### src/sv/qrs_div_cell.sv
// One quotient bit of a restoring unsigned division. The dividend shifts
// out at the top while quotient bits shift in at the bottom.
module qrs_div_cell #(
  parameter int NW  = 35,
  parameter int DVW = 17
) (
  input  logic           clk,
  input  logic           en,
  input  logic [DVW-1:0] dm,
  input  logic [DVW-1:0] rem_in,
  input  logic [NW-1:0]  nq_in,
  output logic [DVW-1:0] rem_out,
  output logic [NW-1:0]  nq_out
);

  logic [DVW:0] rem_sh;
  logic [DVW:0] diff;
  logic         fits;

  always_comb begin
    rem_sh = {rem_in, nq_in[NW-1]};
    diff   = rem_sh - {1'b0, dm};
    fits   = (rem_sh >= {1'b0, dm});
  end

  always_ff @(posedge clk) begin
    if (en) begin
      rem_out <= fits ? diff[DVW-1:0] : rem_sh[DVW-1:0];
      nq_out  <= {nq_in[NW-2:0], fits};
    end
  end

endmodule

### config.mk
export PLATFORM = sky130hd
export DESIGN_NAME = qrs_div_cell
export DESIGN_NICKNAME = d
export VERILOG_FILES = /design/src/sv/qrs_div_cell.sv
export SDC_FILE = /design/constraint.sdc
export NUM_CORES = 1
export LEC_CHECK = 0
export ABC_AREA = 1
export BUFFER_PORTS_ARGS = -buffer_cell sky130_fd_sc_hd__buf_2
export CORE_MARGIN = 3
export CORE_UTILIZATION = 45
export DETAILED_ROUTE_END_ITERATION = 16
export PLACE_DENSITY = 0.86
export SLEW_MARGIN = 20
export SYNTH_ARGS = -nofsm -noshare
export SYNTH_HDL_FRONTEND = slang
export SYNTH_SLANG_ARGS = --single-unit
### constraint.sdc
create_clock -name clk -period 1.9 [get_ports clk]
set_input_delay 0.19 -clock clk [delete_from_list [all_inputs] [get_ports clk]]
set_output_delay 0.19 -clock clk [all_outputs]
set_load 0.03 [all_outputs]
==> flow_metrics.tcl <==
set metrics [dict create \
    yosysUniqueCellTypes 26 \
    async_reset_ff_frac 0 \
    worst-path-max-fanout 18 \
    place.gp.congestion 0.9191 \
    timing.fmax_ghz 0.5772 \
    drt-pass1-iter-count 7 \
    worst-setup-path-type "input pin to flop" \
    worstMarginPinSlew_ns 0.4536 \
    num_io_pins 123 \
    path_cells "buf_2, inv_1, ha_1, nand2_2, nor2_2, nand2_2, nor2_2, nor3_4, nand2_4, nand2_1, nand2_1" \
    design.final.nets 590 \
    cp_num_buf_inv 2 \
    cp_slowest_stage_delay_ns 0.36 \
    cp-end-kind "flop" \
    drc 0 \
    fin_crit_ns 1.733 \
    initial_core_util 0.4665 \
    ys_ff_latch 52 \
    grt_pass1_wl_mm 12.43 \
    area_delta_synth_final_pct 31.33 \
    cts_tree "built" \
    grt_use_total 0.1899 \
    synth_area_leaders "edfxtp_1 (49%), nand2_1 (13%), inv_1 (7.5%)" \
    ctsHoldBuffers 0 \
    syn_area_mm2 0.003187 \
    hpwl_mm 6.097 \
    clockRootBuffer "clkbuf_8" \
    portBuffers 122 \
    yosysMostFrequentCell "nand2_1" \
    viasPerCell 4.617 \
    postCtsSetupBuffers 0 \
    hold_depth 1 \
    clkTransAtPathRegs_ns 0.10 \
    cts_made_buffers 5 \
    leakagePower_uw 0.002246 \
    synth_nets 442 \
    layout-drive-gt1-share 0.3984 \
    vias 2761 \
    period_share 0.9119 \
    hold_viol 0 \
    clockBufferDepth 2 \
    synth.avg_cell_area_um2 9.028 \
    fillers 608 \
    seq_area_frac_synth 0.4900 \
    drt_iter0_drc 119 \
    synth_edf_count 52 \
    use_met1 0.2201 \
    cp.arrival_ns 1.80 \
    hold_path_class "input pin to flop" \
    ctsResizeCount 0 \
    htree_levels 2 \
    cp_slowest_cell "ha_1" \
    start_kind "input pin" \
    diodes 0 \
    grt_pass1_vias 2665 \
    antenna_left 0 \
    outcome "finished, final reports clean" \
    fp.dieW_um 90.16 \
    overflow 0 \
    maxCapViolations 0 \
    clock-sinks 52 \
    required_ns 1.97 \
    die_height_um 90.16 \
    antenna_found_initial 0 \
    die-area_mm2 0.008128 \
    worst_slew_margin_rel 0.6976 \
    synth_top_area_frac 0.4900 \
    fin_tns_setup_ns 0 \
    fp-row-count 30 \
    core-area_mm2 0.006832 \
    grt_busiest_layer "met2" \
    hold_ws_ns 0.05384 \
    p_per_area_mw_per_mm2 771.2 \
    crit_cells 11 \
    crit_family "simple AND/OR/NAND/NOR gates" \
    met3_usage 0.03347 \
    ys_top_cells_by_count "nand2_1 (107), inv_1 (64), edfxtp_1 (52), nand3_1 (29)" \
    ir_drop_mv 0.2659 \
    routed_wirelength_mm 7.698 \
    met2_usage 0.3497 \
    rsz0062_at_grt "no" \
    post_drt_wl_per_cell_um 12.87 \
    finalMaxSlewViolations 0 \
    setup_viol 0 \
    yosysTopAreaCell "edfxtp_1" \
    synthCells 353 \
    yosys_most_used_dff "edfxtp_1" \
    grt_start_max_net_pins 37 \
    yosysWarnings 0 \
]
-- worst paths after layout --
path                       from          end  slack (ns)
worst max-delay path      dm[9]  rem_out[14]        0.17
worst min-delay path  nq_in[17]   nq_out[18]        0.05
-- state kept, by name, summed over array words and instances, names as in the netlist --
register,cells
rem_out,17
nq_out,35
-- kinds of logic (layout without fill, tap and decap cells) --
group | Yosys count | after routing | share of synthesized area
flip-flops | 52 | 52 | 0.4900
buffers and inverters | 73 | 222 | 0.09501
XOR/XNOR | 7 | 7 | 0.01924
AO/OA/AOI/OAI | 12 | 12 | 0.02238
AND/OR/NAND/NOR | 191 | 191 | 0.3004
adder cells (fa/ha/maj) | 18 | 18 | 0.07303
-- layout by cell type, fill, tap and decap left out, drive strengths merged --
cell type and count:
buf 145, nand2 136, inv 68, edfxtp 52, nand3 33, ha 17, nor2 13, a21oi 11
xor2 7, clkbuf 5, nand4 4, nor3 4, clkinv 3, o21ai 1, and2 1, fa 1
bufinv 1
-- cell type report --
cell class              instances  area [µm²]  share of cell area
clock buffers                   5       68.82             0.01644
clock inverters                 3       42.54             0.01016
inverters                      69       259.0             0.06188
multi-input cells             228        1325              0.3166
flip-flops and latches         52        1562              0.3731
well taps                      96       120.1             0.02870
repair buffers                145       808.3              0.1931
-- layer usage --
metal  vias to the layer above  part of all wire  wire [µm]
met1                      1230              0.41       3151
li1                       1419                 -          -
met5                         -                 0          0
met3                        12             0.059        458
met4                         0             0.020        153
met2                       100              0.51       3935
-- report_power, final --
group / internal (µW) / switching (µW)
clock network: 390 / 358
registers: 1400 / 24.8
logic: 369 / 683
-- per-stage QoR --
step | worst slack (ns) | cell area [µm²] | utilization | cells | power, µW
after floorplan | 0.1198 | 3187 | - | 353 | 2159
after global routing | 0.06409 | 4185 | 0.6126 | 598 | 3413
after global placement | -0.1014 | 4071 | 0.5960 | 590 | 2481
after CTS | 0.1565 | 4183 | 0.6123 | 598 | 3252
final | 0.1674 | 4185 | 0.6126 | 598 | 3228
after detailed placement | -0.1636 | 4071 | 0.5960 | 590 | 2504
(Power assumes the default switching activity.)
