==> src/sv/qrs_sqrt_cell.sv <==
// One digit of a restoring square root: brings down two radicand bits and
// decides one root bit.
module qrs_sqrt_cell #(
  parameter int SW = 33
) (
  input  logic            clk,
  input  logic            en,
  input  logic [SW+2:0]   r_in,
  input  logic [SW-1:0]   s_in,
  input  logic [2*SW-1:0] v_in,
  output logic [SW+2:0]   r_out,
  output logic [SW-1:0]   s_out,
  output logic [2*SW-1:0] v_out
);

  logic [SW+2:0] r_sh;
  logic [SW+2:0] trial;
  logic          fits;

  // Partial remainder against trial value 4s+1
  always_comb begin
    r_sh  = {r_in[SW:0], v_in[2*SW-1 -: 2]};
    trial = (SW+3)'({s_in, 2'b01});
    fits  = (r_sh >= trial);
  end

  always_ff @(posedge clk) begin
    if (en) begin
      r_out <= fits ? (r_sh - trial) : r_sh;
      s_out <= {s_in[SW-2:0], fits};
      v_out <= {v_in[2*SW-3:0], 2'b00};
    end
  end

endmodule

==> config.mk <==
export PLATFORM = sky130hd
export DESIGN_NAME = qrs_sqrt_cell
export DESIGN_NICKNAME = d
export VERILOG_FILES = /design/src/sv/qrs_sqrt_cell.sv
export SDC_FILE = /design/constraint.sdc
export NUM_CORES = 1
export LEC_CHECK = 0
export BUFFER_PORTS_ARGS = -buffer_cell sky130_fd_sc_hd__buf_2
export CORE_MARGIN = 2
export CORE_UTILIZATION = 32
export CTS_BUF_LIST = sky130_fd_sc_hd__clkbuf_16
export DETAILED_ROUTE_END_ITERATION = 16
export PLACE_DENSITY = 0.55
export REMOVE_ABC_BUFFERS = 1
export SLEW_MARGIN = 30
export SYNTH_ARGS = -nofsm -noshare
export SYNTH_HDL_FRONTEND = slang
export SYNTH_SLANG_ARGS = --single-unit
==> constraint.sdc <==
create_clock -name clk -period 2.8 [get_ports clk]
set_input_delay 0.28 -clock clk [delete_from_list [all_inputs] [get_ports clk]]
set_output_delay 0.28 -clock clk [all_outputs]
set_load 0.01 [all_outputs]
==> results.sh, run 1 <==
export IMPL_status="finished, final reports clean"
export IMPL_required_ns=2.97
export IMPL_num_rows=52
export IMPL_finalNetCount=985
export IMPL_peakVddDrop_mv=0.365
export IMPL_die_height_um=147
export IMPL_tightest_slew_ns=0.614
export IMPL_ys_seq_area_share_pct=60.7
export IMPL_powerDensity_mw_per_mm2=635
export IMPL_setup_violations=0
export IMPL_fmax_ghz=0.374
export IMPL_cts_setup_buffers=0
export IMPL_yosysUniqueCellTypes=56
export IMPL_netlist_area_mm2=0.00658
export IMPL_critPathMaxStageDelay_ns=0.37
export IMPL_cts_sinks=133
export IMPL_final_period_utilization_pct=95.4
export IMPL_fillers=1887
export IMPL_layout_drive_gt1_share_pct=48.8
export IMPL_area_growth_pct=40.6
export IMPL_routedWlPerCell_um=16.5
export IMPL_yosysWarnings=0
export IMPL_cts_root_buf="clkbuf_16"
export IMPL_ys_seq_elements=133
export IMPL_ys_flop_type="edfxtp_1"
export IMPL_final_util_pct=45.7
export IMPL_synth_top_family_by_area="compound AO/OA/AOI/OAI gates"
export IMPL_finalHoldViolCount=0
export IMPL_antenna_found_initial=5
export IMPL_routed_wl_um=18200
export IMPL_grt_max_degree=63
export IMPL_htree_num_levels=4
export IMPL_num_vias=5035
export IMPL_coreArea_mm2=0.0202
export IMPL_final_antenna_net_count=0
export IMPL_avgSynthCellArea_um2=13.8
export IMPL_cpMostUsedCell="buf_4"
export IMPL_synth_fa_ha_area_share_pct=6.66
export IMPL_start_kind="primary input"
export IMPL_firstDrtPassIters=4
export IMPL_maxCapViolations=0
export IMPL_grt_pass1_vias=5150
export IMPL_leakage_uw=0.00423
export IMPL_drc_errors=0
export IMPL_synth_simple_area_share_pct=6.85
export IMPL_die_area_mm2=0.0217
export IMPL_fin_area_mm2=0.00925
export IMPL_ios=272
export IMPL_worstPathArrival_ns=2.84
export IMPL_slew_headroom_pct=59.0
export IMPL_routabilityCongestion=0.809
export IMPL_placedInstanceArea_mm2=0.00868
export IMPL_path_cells="buf_2, inv_1, ha_1, o21ai_0, a221oi_1, buf_4, o31ai_2, buf_4, a2bb2oi_1, buf_4, a211oi_1, o21ai_0, a21o_1, a31o_2"
export IMPL_routed_via_density=4.59
export IMPL_drt_iter0_markers=191
export IMPL_grt_usage_pct=16.5
export IMPL_fin_crit_ns=2.67
export IMPL_setup_worst_path_class="in -> reg"
export IMPL_crit_family="compound AO/OA/AOI/OAI gates"
export IMPL_synth_xor_area_share_pct=4.13
export IMPL_cp_end_kind="flop"
export IMPL_total_power_uw=5870
export IMPL_async_flop_share_pct=0
export IMPL_clk_pin_slew_ns=0.07
export IMPL_synth_compound_area_share_pct=10.9
export IMPL_grt_pass1_wl_um=27400
export IMPL_dpl_hpwl_um=14300
export IMPL_synth_edf_count=133
export IMPL_initial_core_util_pct=32.5
export IMPL_crit_buf_inv=5
export IMPL_hold_class="in -> reg"
export IMPL_die_w_um=147
export IMPL_cts_root_to_sink_buffers=2
export IMPL_io_buffer_count=267
export IMPL_cp_slowest_cell="a221oi_1"
export IMPL_finalMaxSlewViolations=0
export IMPL_ctsHoldBuffers=0
export IMPL_rsz0062_at_grt="no"
export IMPL_synthMuxAreaShare_pct=6.94
export IMPL_overflow=0
export IMPL_cts_made_buffers=17
export IMPL_crit_fanout=5
export IMPL_cts_resized=0
export IMPL_cts_tree="done"
export IMPL_synthesis_instances=477
## area by class of cell
cell class / count / area, µm² / area share, %
multi-input cells: 288 / 2340 / 25.3
clock inverters: 15 / 133 / 1.43
inverters: 48 / 183 / 1.98
flip-flops and latches: 133 / 3990 / 43.2
clock buffers: 17 / 425 / 4.60
well taps: 270 / 338 / 3.65
repair buffers: 325 / 1830 / 19.8
diodes: 2 / 5.00 / 0.0541
## state kept, by name, summed over array words and instances (netlist names)
| name | cells |
|---|---|
| v_out | 64 |
| r_out | 36 |
| s_out | 33 |
## Yosys cell counts, types with 2 or more instances
| library cell | count | area, µm² |
|---|---|---|
| a211oi_1 | 3 | 22.5 |
| a21o_1 | 9 | 67.6 |
| a21oi_1 | 33 | 165 |
| a31o_2 | 2 | 17.5 |
| and2_1 | 3 | 18.8 |
| and3_1 | 11 | 68.8 |
| and4_1 | 2 | 17.5 |
| buf_4 | 2 | 15.0 |
| buf_6 | 3 | 33.8 |
| clkbuf_1 | 4 | 15.0 |
| edfxtp_1 | 133 | 3990 |
| ha_1 | 35 | 438 |
| inv_1 | 47 | 176 |
| mux2_2 | 5 | 56.3 |
| mux2_4 | 26 | 390 |
| nand2_1 | 27 | 101 |
| nand3_1 | 9 | 45.0 |
| nand4_1 | 7 | 43.8 |
| nor2_1 | 12 | 45.0 |
| nor2b_1 | 4 | 25.0 |
| nor3_1 | 5 | 25.0 |
| nor3b_1 | 2 | 15.0 |
| o211ai_1 | 4 | 30.0 |
| o21a_1 | 5 | 37.5 |
| o21ai_0 | 20 | 100 |
| o21bai_1 | 4 | 30.0 |
| or2_2 | 2 | 12.5 |
| xnor2_1 | 19 | 166 |
| xor2_1 | 12 | 105 |
## through the flow
step / hold slack (ns) / setup TNS (ns) / setup slack, ns / std cells
global route: 0.00799 / 0 / 0.0158 / 1097
floorplan: 0.379 / -3.97 / -0.128 / 469
CTS: 0.0156 / 0 / 0.154 / 1096
finish: 0.0307 / 0 / 0.129 / 1098
detailed placement: 0.459 / -8.57 / -0.275 / 1064
global placement: 0.457 / -6.95 / -0.221 / 1064
## placed cells by master, fill, tap and decap left out, types with 2 or more instances in the layout
| master | count |
|---|---|
| buf_2 | 266 |
| edfxtp_1 | 133 |
| buf_4 | 54 |
| inv_1 | 47 |
| ha_1 | 35 |
| a21oi_1 | 33 |
| nand2_1 | 27 |
| mux2_4 | 26 |
| o21ai_0 | 20 |
| xnor2_1 | 19 |
| clkbuf_16 | 17 |
| nor2_1 | 12 |
| xor2_1 | 12 |
| and3_1 | 11 |
| nand3_1 | 9 |
| a21o_1 | 9 |
| nand4_1 | 7 |
| inv_6 | 6 |
| o21a_1 | 5 |
| nor3_1 | 5 |
| mux2_2 | 5 |
| nor2b_1 | 4 |
| o211ai_1 | 4 |
| o21bai_1 | 4 |
| buf_12 | 4 |
| and2_1 | 3 |
| a211oi_1 | 3 |
| clkinv_4 | 3 |
| inv_8 | 3 |
| diode_2 | 2 |
| and4_1 | 2 |
| nor3b_1 | 2 |
| a31o_2 | 2 |
| or2_2 | 2 |
| conb_1 | 2 |
| clkinvlp_4 | 2 |
## logic make-up (layout without fill, tap and decap cells)
logic type / after synthesis / count (layout)
AO/OA/AOI/OAI: 100 / 100
XOR/XNOR: 31 / 31
adder cells (fa/ha/maj): 35 / 35
buffers and inverters: 57 / 405
flip-flops: 133 / 133
multiplexers: 32 / 32
other: 1 / 4
AND/OR/NAND/NOR: 88 / 88
## path summary, 6_finish.rpt
| check | from | to | slack [ns] | depth (start not counted) |
|---|---|---|---|---|
| hold / removal | v_in[47] | v_out[49]$_DFFE_PP_ | 0.03 | 1 |
| setup / recovery | s_in[0] | r_out[33]$_DFFE_PP_ | 0.13 | 14 |
## power by group
part / internal [µW] / leakage, µW / switching, µW
Clock: 1170 / 0.000271 / 952
Combinational: 626 / 0.00266 / 636
Sequential: 2440 / 0.00130 / 51.3
Total: 4230 / 0.00423 / 1640
## metal layers
layer / share of wire [%] / global-route usage, % / vias to the layer above
met5: 0.14 / 0 / -
met4: 1.7 / 5.82 / 4
met3: 7.9 / 6.23 / 18
met2: 49 / 28.1 / 194
met1: 41 / 19.0 / 2360
li1: - / - / 2459
(Power assumes the default switching activity.)
==> inputs of run 2 (changes only) <==
Settings changed: CTS_BUF_LIST sky130_fd_sc_hd__clkbuf_16 to sky130_fd_sc_hd__clkbuf_8, GPL_ROUTABILITY_DRIVEN set to 0.
Clock period 2.8 ns to 2.2 ns, I/O delays scaled along.
==> run 2 against run 1 <==
Compared with the run above: the run now ends with setup timing left; hold slack improved by 0.033 ns; final cell count rose by 14%; core utilization rose by 8.4 points; critical endpoint is now r_out[10]$_DFFE_PP_; die area did not move; first-iteration DRC count rose by 15%.
==> results.sh, run 2 (synthesized netlist as in run 1, its figures left out) <==
export IMPL_placedInstanceArea_mm2=0.00906
export IMPL_final_antenna_net_count=0
export IMPL_fin_crit_ns=2.37
export IMPL_grt_pass1_wl_um=31800
export IMPL_top_regs="v_out: 64 flops, r_out: 36 flops, s_out: 33 flops"
export IMPL_cts_made_buffers=17
export IMPL_finalHoldViolCount=0
export IMPL_fmax_ghz=0.423
export IMPL_fin_area_mm2=0.0110
export IMPL_num_vias=5760
export IMPL_maxCapViolations=0
export IMPL_htree_num_levels=4
export IMPL_finalMaxSlewViolations=0
export IMPL_layout_commonest_cell="buf_2"
export IMPL_clk_pin_slew_ns=0.09
export IMPL_layout_common_cells="buf_2 (264), edfxtp_1 (133), buf_4 (111), dlygate4sd3_1 (93), inv_1 (43)"
export IMPL_powerDensity_mw_per_mm2=706
export IMPL_violations="setup timing"
export IMPL_routed_via_density=4.59
export IMPL_routed_wl_um=20900
export IMPL_hold_class="in -> reg"
export IMPL_regMostFlops="v_out"
export IMPL_finalNetCount=1143
export IMPL_die_area_mm2=0.0217
export IMPL_final_util_pct=54.1
export IMPL_cts_root_to_sink_buffers=2
export IMPL_layout_drive_gt1_share_pct=50.9
export IMPL_drc_errors=0
export IMPL_coreArea_mm2=0.0202
export IMPL_area_growth_pct=66.5
export IMPL_initial_core_util_pct=32.5
export IMPL_switching_share_pct=26.5
export IMPL_internal_power_uw=5680
export IMPL_postLayoutSetupSlackWorst_ns=-0.167
export IMPL_firstDrtPassIters=4
export IMPL_p_clk_share_pct=32.7
export IMPL_dpl_hpwl_um=14400
export IMPL_antenna_found_initial=5
export IMPL_grt_pass1_vias=6018
export IMPL_rsz0062_at_grt="yes"
export IMPL_cts_root_buf="clkbuf_8"
export IMPL_die_w_um=147
export IMPL_combinationalPowerShare_pct=26.3
export IMPL_start_kind="primary input"
export IMPL_seq_power_share_pct=41.0
export IMPL_startpoint="s_in[0]"
export IMPL_required_ns=2.38
export IMPL_status="finished, violations left"
export IMPL_setup_violations=35
export IMPL_overflow=0
export IMPL_grt_usage_pct=18.9
export IMPL_num_rows=52
export IMPL_ios=272
export IMPL_grt_max_degree=46
export IMPL_final_period_utilization_pct=108
export IMPL_cts_sinks=133
export IMPL_p_switching_uw=2050
export IMPL_timing_hold_worst_path_depth=2
export IMPL_min_from="s_in[3]"
export IMPL_peakVddDrop_mv=0.321
export IMPL_routedWlPerCell_um=16.6
export IMPL_cp_end_kind="flop"
export IMPL_crit_fanout=7
export IMPL_io_buffer_count=267
export IMPL_largest_reg_flops=64
export IMPL_leakage_uw=0.00499
export IMPL_cts_tree="done"
export IMPL_die_height_um=147
export IMPL_drt_iter0_markers=220
export IMPL_setup_worst_path_class="in -> reg"
export IMPL_worstPathArrival_ns=2.55
## run 2: changes by cell type in the layout (fill, tap and decap cells not counted), sizes merged
cell         before  now
clkinvlp          2    0
clkinv            4    5
buf             325  390
bufinv            0    6
inv              57   51
dlygate4sd3       0   93
## run 2: cell type report
class,count,area (µm²)
Sequential cell,133,3990
Inverter,48,185
Clock buffer,17,234
Clock inverter,14,249
Timing Repair Buffer,483,3350
Tap cell,270,338
Antenna cell,2,5.00
Multi-Input combinational cell,288,2600
Fill cell,1715,9280
## run 2: critical path: stages
cell	delay, ns
buf_8	0.10
inv_4	0.05
ha_4	0.19
nor2b_4	0.13
o311ai_4	0.25
a32oi_2	0.18
a31oi_4	0.26
o211ai_4	0.10
a41o_4	0.23
a21oi_4	0.18
inv_4	0.06
buf_8	0.14
buf_12	0.14
mux2_4	0.29
## run 2: final timing paths
check / end / slack, ns
max: r_out[10]$_DFFE_PP_ / -0.17
min: s_out[4]$_DFFE_PP_ / 0.06
## run 2: what timing repair did
action	4_1_cts	5_1_grt
hold endpoints to repair	93	0
cloned	4	0
endpoints found under the setup margin	36	36
buffers inserted	10	4
pin swaps	11	16
gates resized for setup	41	28
hold buffers	93	0
## run 2: metrics by stage
step	hold WS, ns	instances	worst slack [ns]	total power [µW]	TNS [ns]
floorplan	0.319	469	-0.668	4090	-23.00
global placement	0.397	1114	-0.741	4920	-25.69
detailed placement	0.398	1114	-0.820	4940	-28.23
CTS	0.0330	1250	-0.141	7760	-4.04
global route	0.0414	1253	-0.223	8080	-6.89
finish	0.0639	1255	-0.167	7730	-4.84
## run 2: routing by layer
layer	track usage, %	up-vias	routed length [µm]
met5	0	-	40
met4	6.73	6	427
met3	5.12	32	1380
met2	33.5	204	10600
met1	21.9	2744	8430
li1	-	2774	-
## run 2: power by group through the flow
stage / clock network (µW) / logic [µW] / registers [µW]
after CTS: 2610 / 1980 / 3170
final: 2530 / 2030 / 3170
after detailed placement: 0 / 1720 / 3220
after global placement: 0 / 1690 / 3230
after floorplan: 0 / 722 / 3370
after global routing: 2700 / 2190 / 3190
==> inputs of run 3 (changes only) <==
Settings changed: ABC_AREA set to 1, CORE_UTILIZATION 32 to 45, PLACE_DENSITY 0.55 to 0.73.
==> run 3 against run 2 <==
Compared with the run above: die area decreased by 20%; global-route usage grew 7.2 points; the run now ends clean; hold slack got worse by 0.020 ns; sequential share of layout area up 0.49 points; combinational power shrank 10%; routed wire length increased by 9.9%; first-iteration DRC count rose by 90%; largest power group unchanged.
==> results.sh, run 3 <==
export IMPL_drt_iter0_markers=417
export IMPL_crit_fanout=9
export IMPL_area_growth_pct=47.9
export IMPL_powerDensity_mw_per_mm2=668
export IMPL_regMostFlops="v_out"
export IMPL_yosys_area_top_type="edfxtp_1"
export IMPL_antenna_found_initial=3
export IMPL_routed_via_density=4.75
export IMPL_ys_flop_type="edfxtp_1"
export IMPL_status="finished, final reports clean"
export IMPL_initial_core_util_pct=46.0
export IMPL_cts_root_to_sink_buffers=2
export IMPL_ys_seq_area_share_pct=54.6
export IMPL_register_area_mm2=0.00399
export IMPL_fmax_ghz=0.472
export IMPL_io_buffer_count=267
export IMPL_peakVddDrop_mv=0.377
export IMPL_worstPathArrival_ns=2.32
export IMPL_fin_crit_ns=2.12
export IMPL_layout_common_cells="nand2_1 (292), buf_2 (266), edfxtp_1 (133), inv_1 (129), dlygate4sd3_1 (96)"
export IMPL_setup_worst_path_class="in -> reg"
export IMPL_hold_class="in -> reg"
export IMPL_dpl_hpwl_um=15800
export IMPL_required_ns=2.40
export IMPL_maxCapViolations=0
export IMPL_place_inst=1322
export IMPL_routedWlPerCell_um=15.8
export IMPL_synth_top_area_share_pct=54.6
export IMPL_cp_end_kind="flop"
export IMPL_num_rows=46
export IMPL_drc_errors=0
export IMPL_rsz0062_at_grt="yes"
export IMPL_overflow=0
export IMPL_grt_busiest_layer="met2"
export IMPL_leakage_uw=0.00533
export IMPL_htree_num_levels=4
export IMPL_finalNetCount=1397
export IMPL_yosysUniqueCellTypes=27
export IMPL_start_kind="primary input"
export IMPL_hold_slack_ns=0.0434
export IMPL_ys_seq_elements=133
export IMPL_die_w_um=131
export IMPL_finalHoldViolCount=0
export IMPL_layout_drive_gt1_share_pct=33.0
export IMPL_multi_input_area_mm2=0.00300
export IMPL_coreArea_mm2=0.0159
export IMPL_use_met3_pct=6.10
export IMPL_final_period_utilization_pct=96.2
export IMPL_synth_edf_count=133
export IMPL_total_power_uw=7230
export IMPL_routed_wl_um=23000
export IMPL_die_height_um=131
export IMPL_grtUsageMet2_pct=44.6
export IMPL_netlist_area_mm2=0.00731
export IMPL_yosysWarnings=0
export IMPL_final_cells=1455
export IMPL_die_area_mm2=0.0173
export IMPL_num_vias=6904
export IMPL_avgSynthCellArea_um2=8.90
export IMPL_cts_sinks=133
export IMPL_largest_reg_flops=64
export IMPL_firstDrtPassIters=5
export IMPL_ios=272
export IMPL_clk_pin_slew_ns=0.10
export IMPL_cts_made_buffers=17
export IMPL_synth_top_cells_by_count="nand2_1 (308), edfxtp_1 (133), inv_1 (130)"
export IMPL_finalMaxSlewViolations=0
export IMPL_fillers=1261
export IMPL_netlist_top_cells_area="edfxtp_1 (55%), nand2_1 (16%), inv_1 (6.7%)"
export IMPL_grt_usage_pct=26.0
export IMPL_yosysMostFrequentCell="nand2_1"
export IMPL_top_regs="v_out: 64 flops, r_out: 36 flops, s_out: 33 flops"
export IMPL_cts_root_buf="clkbuf_8"
export IMPL_grt_max_degree=49
export IMPL_grt_pass1_wl_um=35100
export IMPL_cts_tree="done"
export IMPL_final_antenna_net_count=0
export IMPL_synthesis_instances=821
export IMPL_use_met1_pct=32.5
export IMPL_grt_pass1_vias=6639
export IMPL_async_flop_share_pct=0
export IMPL_setup_violations=0
export IMPL_layout_commonest_cell="nand2_1"
## run 3: cell count changes in the layout (fill, tap and decap cells not counted), moves of 16 or more
cell / change
xnor2_1: -18
inv_1: +86
buf_4: -89
nand3_1: +16
nor2_1: +43
nand2_2: +17
nand2_1: +267
mux2_4: -31
## run 3: metal layers
metal / vias to the layer above / wire (µm)
met5: - / 27
met4: 4 / 561
met3: 48 / 1550
met2: 277 / 11400
met1: 3142 / 9380
li1: 3433 / -
## run 3: cell families (layout without fill, tap and decap cells)
| kind of cell | after synthesis | in the layout | share of synthesized area, % |
|---|---|---|---|
| xor+xnor | 19 | 19 | 2.28 |
| buf+inv | 144 | 560 | 8.08 |
| flops | 133 | 133 | 54.6 |
| fa+ha+maj | 35 | 35 | 5.99 |
| compound gates | 40 | 40 | 2.88 |
| simple gates | 449 | 449 | 26.1 |
| other cells | 1 | 3 | 0.0513 |
## run 3: report_power, final
part,switching [µW],internal [µW],leakage (µW)
Combinational,1030,785,0.00382
Sequential,74.6,3090,0.00130
Clock,1100,1150,0.000211
Total,2200,5020,0.00533
## run 3: per-stage QoR
stage / utilization, % / TNS, ns / setup slack (ns) / instance area, µm²
after global placement: 57.2 / 0 / 0.0568 / 9090
after floorplan: - / -4.98 / -0.148 / 7230
after global routing: 68.0 / -0.126 / -0.0208 / 10800
after CTS: 65.9 / 0 / 0.0143 / 10500
final: 68.0 / 0 / 0.0828 / 10800
after detailed placement: 57.2 / 0 / 0.0358 / 9090
## run 3: path summary, 6_finish.rpt
check | from | depth (start not counted) | end
setup / recovery | s_in[10] | 16 | r_out[23]$_DFFE_PP_
hold / removal | r_in[11] | 3 | r_out[13]$_DFFE_PP_
## run 3: what timing repair did
action                                  4_1_cts  5_1_grt
gates resized for setup                       0       60
hold buffers                                 96        0
endpoints found under the setup margin        0       36
hold endpoints to repair                     96        0
buffers inserted                              0        3
## run 3: critical path, cell delays in order
cell	delay, ns
dlygate4sd3_1	0.52
buf_2	0.12
inv_1	0.07
ha_4	0.29
nand2_2	0.08
nor2_2	0.10
inv_2	0.06
nor2_2	0.13
nand4_1	0.09
nor2_1	0.14
nor2_2	0.06
nand2_4	0.10
inv_4	0.07
clkbuf_16	0.17
nand2_1	0.06
nand2_1	0.05
## run 3: cell type report
type	instances	share of cell area [%]
timing repair buffer	393	24.1
clock buffer	17	2.16
sequential	133	36.9
tap	216	2.50
inverter	135	4.71
multi-input combinational	545	27.8
clock inverter	15	1.76
antenna	1	0.0232
